$ cat src/design/panel_frame_encoder_assert.svh
// assertion macros shared by the encoder modules
`ifndef PANEL_FRAME_ENCODER_ASSERT_SVH
`define PANEL_FRAME_ENCODER_ASSERT_SVH

// same-cycle implication, checked out of reset
`define PFE_ASSERT_NOW(lbl, clk, rst_n, ante, cons) \
    lbl: assert property (@(posedge clk) disable iff (!rst_n) (ante) |-> (cons)) \
        else $error("panel_frame_encoder assertion failed");

// next-cycle implication, checked out of reset
`define PFE_ASSERT_NEXT(lbl, clk, rst_n, ante, cons) \
    lbl: assert property (@(posedge clk) disable iff (!rst_n) (ante) |=> (cons)) \
        else $error("panel_frame_encoder assertion failed");

`endif

$ cat src/design/pfe_pkg.sv
`timescale 1ns / 1ps

package pfe_pkg;

    // framing constants
    localparam logic [15:0] SUM_INIT   = 16'h147A;
    localparam logic [7:0]  MARK_BYTE  = 8'hFE;
    localparam logic [7:0]  STUFF_BYTE = 8'hF0;
    localparam logic [7:0]  CLOSE_BYTE = 8'h0D;

    // job queue between front and back
    localparam int QUEUE_DEPTH = 4;
    localparam int QUEUE_AW    = $clog2(QUEUE_DEPTH);

    // one classified command byte, ready for the back end
    typedef struct packed {
        logic [7:0]  data;
        logic        last;
        logic        prefix;
        logic [15:0] sum;
    } job_t;

    // rotate left, invert, add own high byte and data byte, mod 2^16
    function automatic logic [15:0] sum_update(input logic [15:0] s, input logic [7:0] d);
        logic [15:0] v;
        v = ~{s[14:0], s[15]};
        return v + {8'h00, v[15:8]} + {8'h00, d};
    endfunction

endpackage

$ cat src/design/panel_frame_encoder.sv
`timescale 1ns / 1ps

// channel   direction  handshake              payload
// command   in         push / full            data_byte[7:0], last_byte
// line      out        empty / pop            out_byte[7:0], run_end, frame_end
//
// the front takes one command byte per cycle while the four-entry job queue has room
// the back emits one line byte per cycle while the output register is free or popped:
// FE FE if a frame opens, the data byte, on the last checksum high, low, FE, 0D; F0 after
// each data or checksum byte equal to FE; a result waits in the output register while the back
// keeps its job and the front fills the queue; full rises only when four jobs are waiting
// reset (rst_n low, asynchronous) empties the queue and output, checksum back to 147A

module panel_frame_encoder (
    input  logic        clk,
    input  logic        rst_n,
    input  logic        push,
    output logic        full,
    input  logic [7:0]  data_byte,
    input  logic        last_byte,
    output logic        empty,
    input  logic        pop,
    output logic [7:0]  out_byte,
    output logic        run_end,
    output logic        frame_end
);

    logic           q_push;
    logic           q_full;
    logic           q_pop;
    logic           q_valid;
    pfe_pkg::job_t  q_job;
    pfe_pkg::job_t  q_head;

    // checksum and classification
    pfe_front u_front (
        .clk       (clk),
        .rst_n     (rst_n),
        .push      (push),
        .full      (full),
        .data_byte (data_byte),
        .last_byte (last_byte),
        .q_push    (q_push),
        .q_job     (q_job),
        .q_full    (q_full)
    );

    // job queue
    pfe_queue u_queue (
        .clk      (clk),
        .rst_n    (rst_n),
        .wr_en    (q_push),
        .wr_job   (q_job),
        .q_full   (q_full),
        .rd_en    (q_pop),
        .rd_job   (q_head),
        .rd_valid (q_valid)
    );

    // byte sequencer and output register
    pfe_back u_back (
        .clk        (clk),
        .rst_n      (rst_n),
        .head       (q_head),
        .head_valid (q_valid),
        .q_pop      (q_pop),
        .empty      (empty),
        .pop        (pop),
        .out_byte   (out_byte),
        .run_end    (run_end),
        .frame_end  (frame_end)
    );

endmodule

$ cat src/design/pfe_front.sv
`timescale 1ns / 1ps

module pfe_front (
    input  logic           clk,
    input  logic           rst_n,
    input  logic           push,
    output logic           full,
    input  logic [7:0]     data_byte,
    input  logic           last_byte,
    output logic           q_push,
    output pfe_pkg::job_t  q_job,
    input  logic           q_full
);

    logic [15:0] sum_reg;
    logic [15:0] sum_next;
    logic        inside_reg;
    logic        inside_next;
    logic [15:0] sum_upd;

    // input transaction accepted whenever the queue has room
    assign full   = q_full;
    assign q_push = push && !q_full;

    // checksum update and job classification
    always_comb
    begin
        sum_upd      = pfe_pkg::sum_update(sum_reg, data_byte);
        q_job.data   = data_byte;
        q_job.last   = last_byte;
        q_job.prefix = !inside_reg;
        q_job.sum    = sum_upd;
        sum_next     = sum_reg;
        inside_next  = inside_reg;
        if (q_push)
        begin
            if (last_byte)
            begin
                sum_next    = pfe_pkg::SUM_INIT;
                inside_next = 1'b0;
            end
            else
            begin
                sum_next    = sum_upd;
                inside_next = 1'b1;
            end
        end
    end

    // frame state
    always_ff @(posedge clk or negedge rst_n)
    begin
        if (!rst_n)
        begin
            sum_reg    <= pfe_pkg::SUM_INIT;
            inside_reg <= 1'b0;
        end
        else
        begin
            sum_reg    <= sum_next;
            inside_reg <= inside_next;
        end
    end

endmodule

$ cat src/design/pfe_queue.sv
`timescale 1ns / 1ps

`include "panel_frame_encoder_assert.svh"

module pfe_queue (
    input  logic           clk,
    input  logic           rst_n,
    input  logic           wr_en,
    input  pfe_pkg::job_t  wr_job,
    output logic           q_full,
    input  logic           rd_en,
    output pfe_pkg::job_t  rd_job,
    output logic           rd_valid
);

    localparam logic [pfe_pkg::QUEUE_AW-1:0] LAST_PTR =
        pfe_pkg::QUEUE_AW'(pfe_pkg::QUEUE_DEPTH - 1);
    localparam logic [pfe_pkg::QUEUE_AW:0] DEPTH_CNT =
        (pfe_pkg::QUEUE_AW + 1)'(pfe_pkg::QUEUE_DEPTH);

    pfe_pkg::job_t                 slot_reg [pfe_pkg::QUEUE_DEPTH];
    logic [pfe_pkg::QUEUE_AW-1:0]  wr_ptr_reg;
    logic [pfe_pkg::QUEUE_AW-1:0]  wr_ptr_next;
    logic [pfe_pkg::QUEUE_AW-1:0]  rd_ptr_reg;
    logic [pfe_pkg::QUEUE_AW-1:0]  rd_ptr_next;
    logic [pfe_pkg::QUEUE_AW:0]    count_reg;
    logic [pfe_pkg::QUEUE_AW:0]    count_next;

    // status and head entry
    assign q_full   = (count_reg == DEPTH_CNT);
    assign rd_valid = (count_reg != '0);
    assign rd_job   = slot_reg[rd_ptr_reg];

    // pointer and fill count
    always_comb
    begin
        wr_ptr_next = wr_ptr_reg;
        rd_ptr_next = rd_ptr_reg;
        count_next  = count_reg;
        if (wr_en)
            wr_ptr_next = (wr_ptr_reg == LAST_PTR) ? '0 : wr_ptr_reg + 1'b1;
        if (rd_en)
            rd_ptr_next = (rd_ptr_reg == LAST_PTR) ? '0 : rd_ptr_reg + 1'b1;
        if (wr_en && !rd_en)
            count_next = count_reg + 1'b1;
        else if (rd_en && !wr_en)
            count_next = count_reg - 1'b1;
    end

    always_ff @(posedge clk or negedge rst_n)
    begin
        if (!rst_n)
        begin
            wr_ptr_reg <= '0;
            rd_ptr_reg <= '0;
            count_reg  <= '0;
        end
        else
        begin
            wr_ptr_reg <= wr_ptr_next;
            rd_ptr_reg <= rd_ptr_next;
            count_reg  <= count_next;
        end
    end

    // entry storage
    always_ff @(posedge clk)
    begin
        if (wr_en)
            slot_reg[wr_ptr_reg] <= wr_job;
    end

    `PFE_ASSERT_NOW(a_cnt_bound, clk, rst_n, 1'b1, count_reg <= DEPTH_CNT)
    `PFE_ASSERT_NOW(a_no_underflow, clk, rst_n, rd_en, rd_valid)
    `PFE_ASSERT_NOW(a_no_overflow, clk, rst_n, wr_en, !q_full)
    `PFE_ASSERT_NEXT(a_cnt_up, clk, rst_n, wr_en && !rd_en, count_reg == $past(count_reg) + 1'b1)

endmodule

$ cat src/design/pfe_back.sv
`timescale 1ns / 1ps

`include "panel_frame_encoder_assert.svh"

module pfe_back (
    input  logic           clk,
    input  logic           rst_n,
    input  pfe_pkg::job_t  head,
    input  logic           head_valid,
    output logic           q_pop,
    output logic           empty,
    input  logic           pop,
    output logic [7:0]     out_byte,
    output logic           run_end,
    output logic           frame_end
);

    typedef enum logic [3:0] {
        S_START,
        S_PRE1,
        S_PRE2,
        S_DATA,
        S_DSTUFF,
        S_SUMH,
        S_HSTUFF,
        S_SUML,
        S_LSTUFF,
        S_SUF1,
        S_SUF2
    } step_t;

    step_t       step_reg;
    step_t       step_next;
    step_t       cur_step;
    step_t       nxt_step;
    logic        fin;
    logic        adv;
    logic [7:0]  byte_sel;
    logic        out_valid_reg;
    logic        out_valid_next;
    logic [7:0]  out_byte_reg;
    logic        run_end_reg;
    logic        frame_end_reg;

    // first step of a job depends on whether a frame must open
    assign cur_step = (step_reg == S_START) ? (head.prefix ? S_PRE1 : S_DATA) : step_reg;

    // byte select and successor step
    always_comb
    begin
        byte_sel = pfe_pkg::MARK_BYTE;
        nxt_step = S_START;
        fin      = 1'b0;
        unique case (cur_step)
            S_PRE1:
            begin
                nxt_step = S_PRE2;
            end
            S_PRE2:
            begin
                nxt_step = S_DATA;
            end
            S_DATA:
            begin
                byte_sel = head.data;
                if (head.data == pfe_pkg::MARK_BYTE)
                    nxt_step = S_DSTUFF;
                else if (head.last)
                    nxt_step = S_SUMH;
                else
                    fin = 1'b1;
            end
            S_DSTUFF:
            begin
                byte_sel = pfe_pkg::STUFF_BYTE;
                if (head.last)
                    nxt_step = S_SUMH;
                else
                    fin = 1'b1;
            end
            S_SUMH:
            begin
                byte_sel = head.sum[15:8];
                nxt_step = (head.sum[15:8] == pfe_pkg::MARK_BYTE) ? S_HSTUFF : S_SUML;
            end
            S_HSTUFF:
            begin
                byte_sel = pfe_pkg::STUFF_BYTE;
                nxt_step = S_SUML;
            end
            S_SUML:
            begin
                byte_sel = head.sum[7:0];
                nxt_step = (head.sum[7:0] == pfe_pkg::MARK_BYTE) ? S_LSTUFF : S_SUF1;
            end
            S_LSTUFF:
            begin
                byte_sel = pfe_pkg::STUFF_BYTE;
                nxt_step = S_SUF1;
            end
            S_SUF1:
            begin
                nxt_step = S_SUF2;
            end
            S_SUF2:
            begin
                byte_sel = pfe_pkg::CLOSE_BYTE;
                fin      = 1'b1;
            end
            default:
            begin
                nxt_step = S_START;
            end
        endcase
    end

    // one byte per cycle into the output register when it is free or being taken
    assign adv            = head_valid && (!out_valid_reg || pop);
    assign q_pop          = adv && fin;
    assign step_next      = !adv ? step_reg : (fin ? S_START : nxt_step);
    assign out_valid_next = adv ? 1'b1 : (pop ? 1'b0 : out_valid_reg);

    // sequencer state and output register
    always_ff @(posedge clk or negedge rst_n)
    begin
        if (!rst_n)
        begin
            step_reg      <= S_START;
            out_valid_reg <= 1'b0;
            out_byte_reg  <= '0;
            run_end_reg   <= 1'b0;
            frame_end_reg <= 1'b0;
        end
        else
        begin
            step_reg      <= step_next;
            out_valid_reg <= out_valid_next;
            if (adv)
            begin
                out_byte_reg  <= byte_sel;
                run_end_reg   <= fin;
                frame_end_reg <= (cur_step == S_SUF2);
            end
        end
    end

    assign empty     = !out_valid_reg;
    assign out_byte  = out_byte_reg;
    assign run_end   = run_end_reg;
    assign frame_end = frame_end_reg;

    `PFE_ASSERT_NOW(a_mid_job_head, clk, rst_n, step_reg != S_START, head_valid)
    `PFE_ASSERT_NEXT(a_suffix_order, clk, rst_n, adv && cur_step == S_SUF1, step_reg == S_SUF2)
    `PFE_ASSERT_NOW(a_close_byte, clk, rst_n, out_valid_reg && frame_end_reg, run_end_reg && out_byte_reg == pfe_pkg::CLOSE_BYTE)

endmodule
$ cat config.mk
export PLATFORM = sky130hd
export DESIGN_NAME = panel_frame_encoder
export DESIGN_NICKNAME = d
export VERILOG_FILES = /design/src/design/pfe_pkg.sv /design/src/design/panel_frame_encoder.sv /design/src/design/pfe_front.sv /design/src/design/pfe_queue.sv /design/src/design/pfe_back.sv
export VERILOG_INCLUDE_DIRS = /design/src /design/src/design
export SDC_FILE = /design/constraint.sdc
export NUM_CORES = 1
export LEC_CHECK = 0
export ABC_AREA = 1
export BUFFER_PORTS_ARGS = -buffer_cell sky130_fd_sc_hd__buf_2
export CELL_PAD_IN_SITES_DETAIL_PLACEMENT = 2
export CELL_PAD_IN_SITES_GLOBAL_PLACEMENT = 2
export CORE_MARGIN = 5
export CORE_UTILIZATION = 44
export CTS_BUF_LIST = sky130_fd_sc_hd__clkbuf_8
export DETAILED_ROUTE_END_ITERATION = 10
export HOLD_SLACK_MARGIN = 0.05
export PLACE_DENSITY = 0.94
export SYNTH_ARGS = -nofsm -noshare
export SYNTH_HDL_FRONTEND = slang
export SYNTH_SLANG_ARGS = --single-unit
$ cat constraint.sdc
create_clock -name clk -period 3.6 [get_ports clk]
set_input_delay 0 -clock clk [delete_from_list [all_inputs] [get_ports clk]]
set_output_delay 0 -clock clk [all_outputs]
set_load 0.02 [all_outputs]
==> summary.txt <==
CTS Buf Count = 17
WP data required = 3.95 ns
Max-Slew Margin vs Limit = 29.1%
largest family of logic cells by synthesized area = simple AND/OR/NAND/NOR gates
Bufs on Longest Clock Path = 2
RD Place Congestion = 0.834
CTS tree = done
Max Cap Viol = 0
CP startpoint kind = register
I/O pin cnt = 25
Final Non-Filler Cells = 1039
Mean Syn Cell Area = 9.34 sq um
first-pass GRT wire length = 43.0 mm
async set-or-reset flop fraction in the synthesized netlist = 27.3%
Slew Viols, Final = 0
post-synthesis adder-cell area fraction = 5.23%
syn nets = 805
Hold Startpoint = push
pwr/cell area = 1140 nW/um^2
largest net degree at the start of global routing = 62
placed cells = 996
Worst Hold Class = input port to register
CTS resizes = 0
post-synthesis mux area share = 0%
final setup fails = 0
Clk pin slew, worst setup/hold paths = 0.09 ns
share of the synthesized area in the top cell type = 43.5%
row cnt = 46
cell taking the most area after synthesis = edfxtp_1
Gate Count Post-Synth = 768
Detailed Route WL = 29.1 mm
Fin. Hold Viols = 0
reg2reg path depth = 15
Sw Share = 48.2%
Yosys reg bits = 143
CTS root buffer = clkbuf_8
internal power = 4760 uW
crit path DAT = 3.68 ns
worst-margin pin slew = 1.06 ns
fmax = 0.300 GHz
Seq/Total Area, Yosys = 57.3%
clk_skew = 0.0131 ns
fin util = 50.7%
DR vias = 5885
detailed-placement wirelength estimate = 17.0 mm
synth-to-layout area growth = 12.6%
P_sw = 4430 uW
CP max FO = 61
drt first-iter violations = 457
post-route ant nets = 0
Final Net Count = 847
die span in x = 138 um
max incr delay on CP = 0.54 ns
Slowest-stage cell, CP = buf_4
vias per cell = 5.66
Starting Density = 45.0%
Post-Synth Simple-Gate Area = 21.0%
initial antenna violation count = 1
Critical Path Source = u_queue.rd_ptr_reg[0]
vias in the first global route = 6620
Skew-Pair Late Insertion Delay = 0.47 ns
Sequential Power Share = 34.0%
CTS Sinks = 143
VDD IR max = 0.711 mV
GRT Total Usage = 32.1%
Compound-Gate Fraction of Synth Area = 4.74%
Largest register FFs = 104
YS warnings = 0
critical path's most frequent cell = nand2_1
synthesized cell area = 7170 sq um
synth unique cells = 38
Tcrit/Tclk final = 92.5%
R2R Path Start = u_queue.rd_ptr_reg[0]
htree depth = 4
final hold slack = 0.161 ns
endpoint class of the critical path = register
crit-path cells = buf_4 -> nand2_1 -> nand3_1 -> nand2_1 -> nand2_1 -> nor2_1 -> nand2_1 -> nand2_1 -> o21ai_2 -> nand2_2 -> ha_1 -> inv_1 -> fa_1 -> nor2_1 -> a21oi_1
status = completed
n_diodes = 0
Routed WL per cell = 28.0 um
Pleak = 0.00378 uW
gr ovfl total = 0
Core ar. = 15900 sq um
fillcell total = 1667
DRC violations left = 0
Pre-antenna DRT Iters = 5
min Tclk post-route = 3.33 ns
postcts setup bufs = 0
Comb pwr share = 48.6%
type of the worst setup path = register to register
xor/xnor share of the synthesized area = 1.71%
dominant synthesized flop cell = edfxtp_1
PortBufs = 24
worst hold path cell count = 5
clock power share = 17.4%
Synth area leaders = edfxtp_1 44%, nand2_1 12%, dfrtp_1 11%
Post-synth EDFFs = 104
RSZ-0062 raised after global routing = no
area of the die = 19000 sq um
die extent in y = 138 um
share of cells above drive strength 1 = 11.4%
final setup TNS = 0 ns
[critical path: cells and delay by family, from the launching register on]
family	cells	cell delay [ns]
AND/OR/NAND/NOR	9	1.11
buffers and inverters	2	0.65
adder cells (fa/ha/maj)	2	0.64
flip-flops	1	0.41
AO/OA/AOI/OAI	2	0.33
[what timing repair did]
action / 4_1_cts / 5_1_grt
hold buffers: 11 / 0
hold endpoints to repair: 73 / 0
setup endpoints to repair: 0 / 0
[power groups by stage]
| stage | combinational, uW | sequential (uW) | clock, uW |
|---|---|---|---|
| 3_3_place_gp | 3500 | 3000 | 0 |
| 6_report | 4460 | 3120 | 1600 |
| 4_1_cts | 4380 | 3110 | 1600 |
| 2_1_floorplan | 2600 | 3020 | 0 |
| 3_5_place_dp | 4040 | 3090 | 0 |
| 5_1_grt | 4780 | 3150 | 1670 |
[logic make-up (layout without fill, tap and decap cells)]
logic type                 count (synthesis)  in the layout
buffers and inverters                    173            228
DFF                                      143            143
AOI/OAI and AO/OA                         56             56
adders and majority gates                 24             24
and+or+nand+nor                          358            358
xor gates and xnor gates                  14             14
[cell type report]
type	instances	area, sq um	share of cell area, %
sequential	143	4110	50.9
multi-input combinational	452	2350	29.1
inverter	153	579	7.17
timing repair buffer	43	290	3.59
tap	216	270	3.34
clock inverter	15	243	3.00
clock buffer	17	234	2.90
[synth_stat cells (7+ instances only)]
master,n
dfrtp_1,32
dfstp_2,7
xor2_1,10
nand2_1,232
ha_1,14
o21ai_0,15
nor2_1,39
inv_1,149
a21oi_1,16
edfxtp_1,104
fa_1,10
nand3_1,69
buf_2,8
o22ai_1,7
[cells in the final DEF (no fill, tap or decap), types with 2 or more instances in the layout]
cell,n
dfstp_2,7
inv_2,2
nor3_1,3
dlygate4sd3_1,11
buf_2,24
ha_1,14
dfrtp_1,31
nand2_1,232
a21oi_1,16
nor2_4,2
o21ai_1,2
inv_1,151
or2_2,5
buf_4,8
o21ai_0,15
bufinv_16,6
o22a_1,4
o22ai_1,7
xnor2_1,4
inv_4,2
edfxtp_1,104
nand3_1,69
clkinv_4,3
xor2_1,10
clkbuf_8,17
fa_1,10
nand2_2,2
clkinvlp_4,2
a211oi_1,6
nor2_1,35
nor2_2,6
[metal layers]
layer	up-vias	wire length (um)	GRT usage [%]	share of wire [%]
met2	231	14800	56.5	51
met3	97	1470	6.25	5.0
met4	2	1630	17.7	5.6
met1	3043	11200	36.6	38
met5	-	7	0	0.024
li1	2512	-	-	-
[per-stage QoR]
step | worst slack [ns] | power (uW) | cell area [sq um]
6_report | 0.269 | 9190 | 8080
3_5_place_dp | 0.591 | 7130 | 7490
4_1_cts | 0.303 | 9090 | 8080
5_1_grt | 0.154 | 9600 | 8080
3_3_place_gp | 0.846 | 6500 | 7490
2_1_floorplan | 1.13 | 5610 | 7170
[path summary, 6_finish.rpt]
check                                              to  slack [ns]
worst max-delay path             u_queue.count_reg[1]        0.27
worst min-delay path            u_queue.wr_ptr_reg[1]        0.16
worst max register to register   u_queue.count_reg[1]        0.27
worst min register to register     u_back.out_byte[0]        0.54
max in group asynchronous       u_queue.rd_ptr_reg[0]        2.62
min in group asynchronous          u_back.out_byte[4]        0.26
Power figures use the tool's default switching activity.
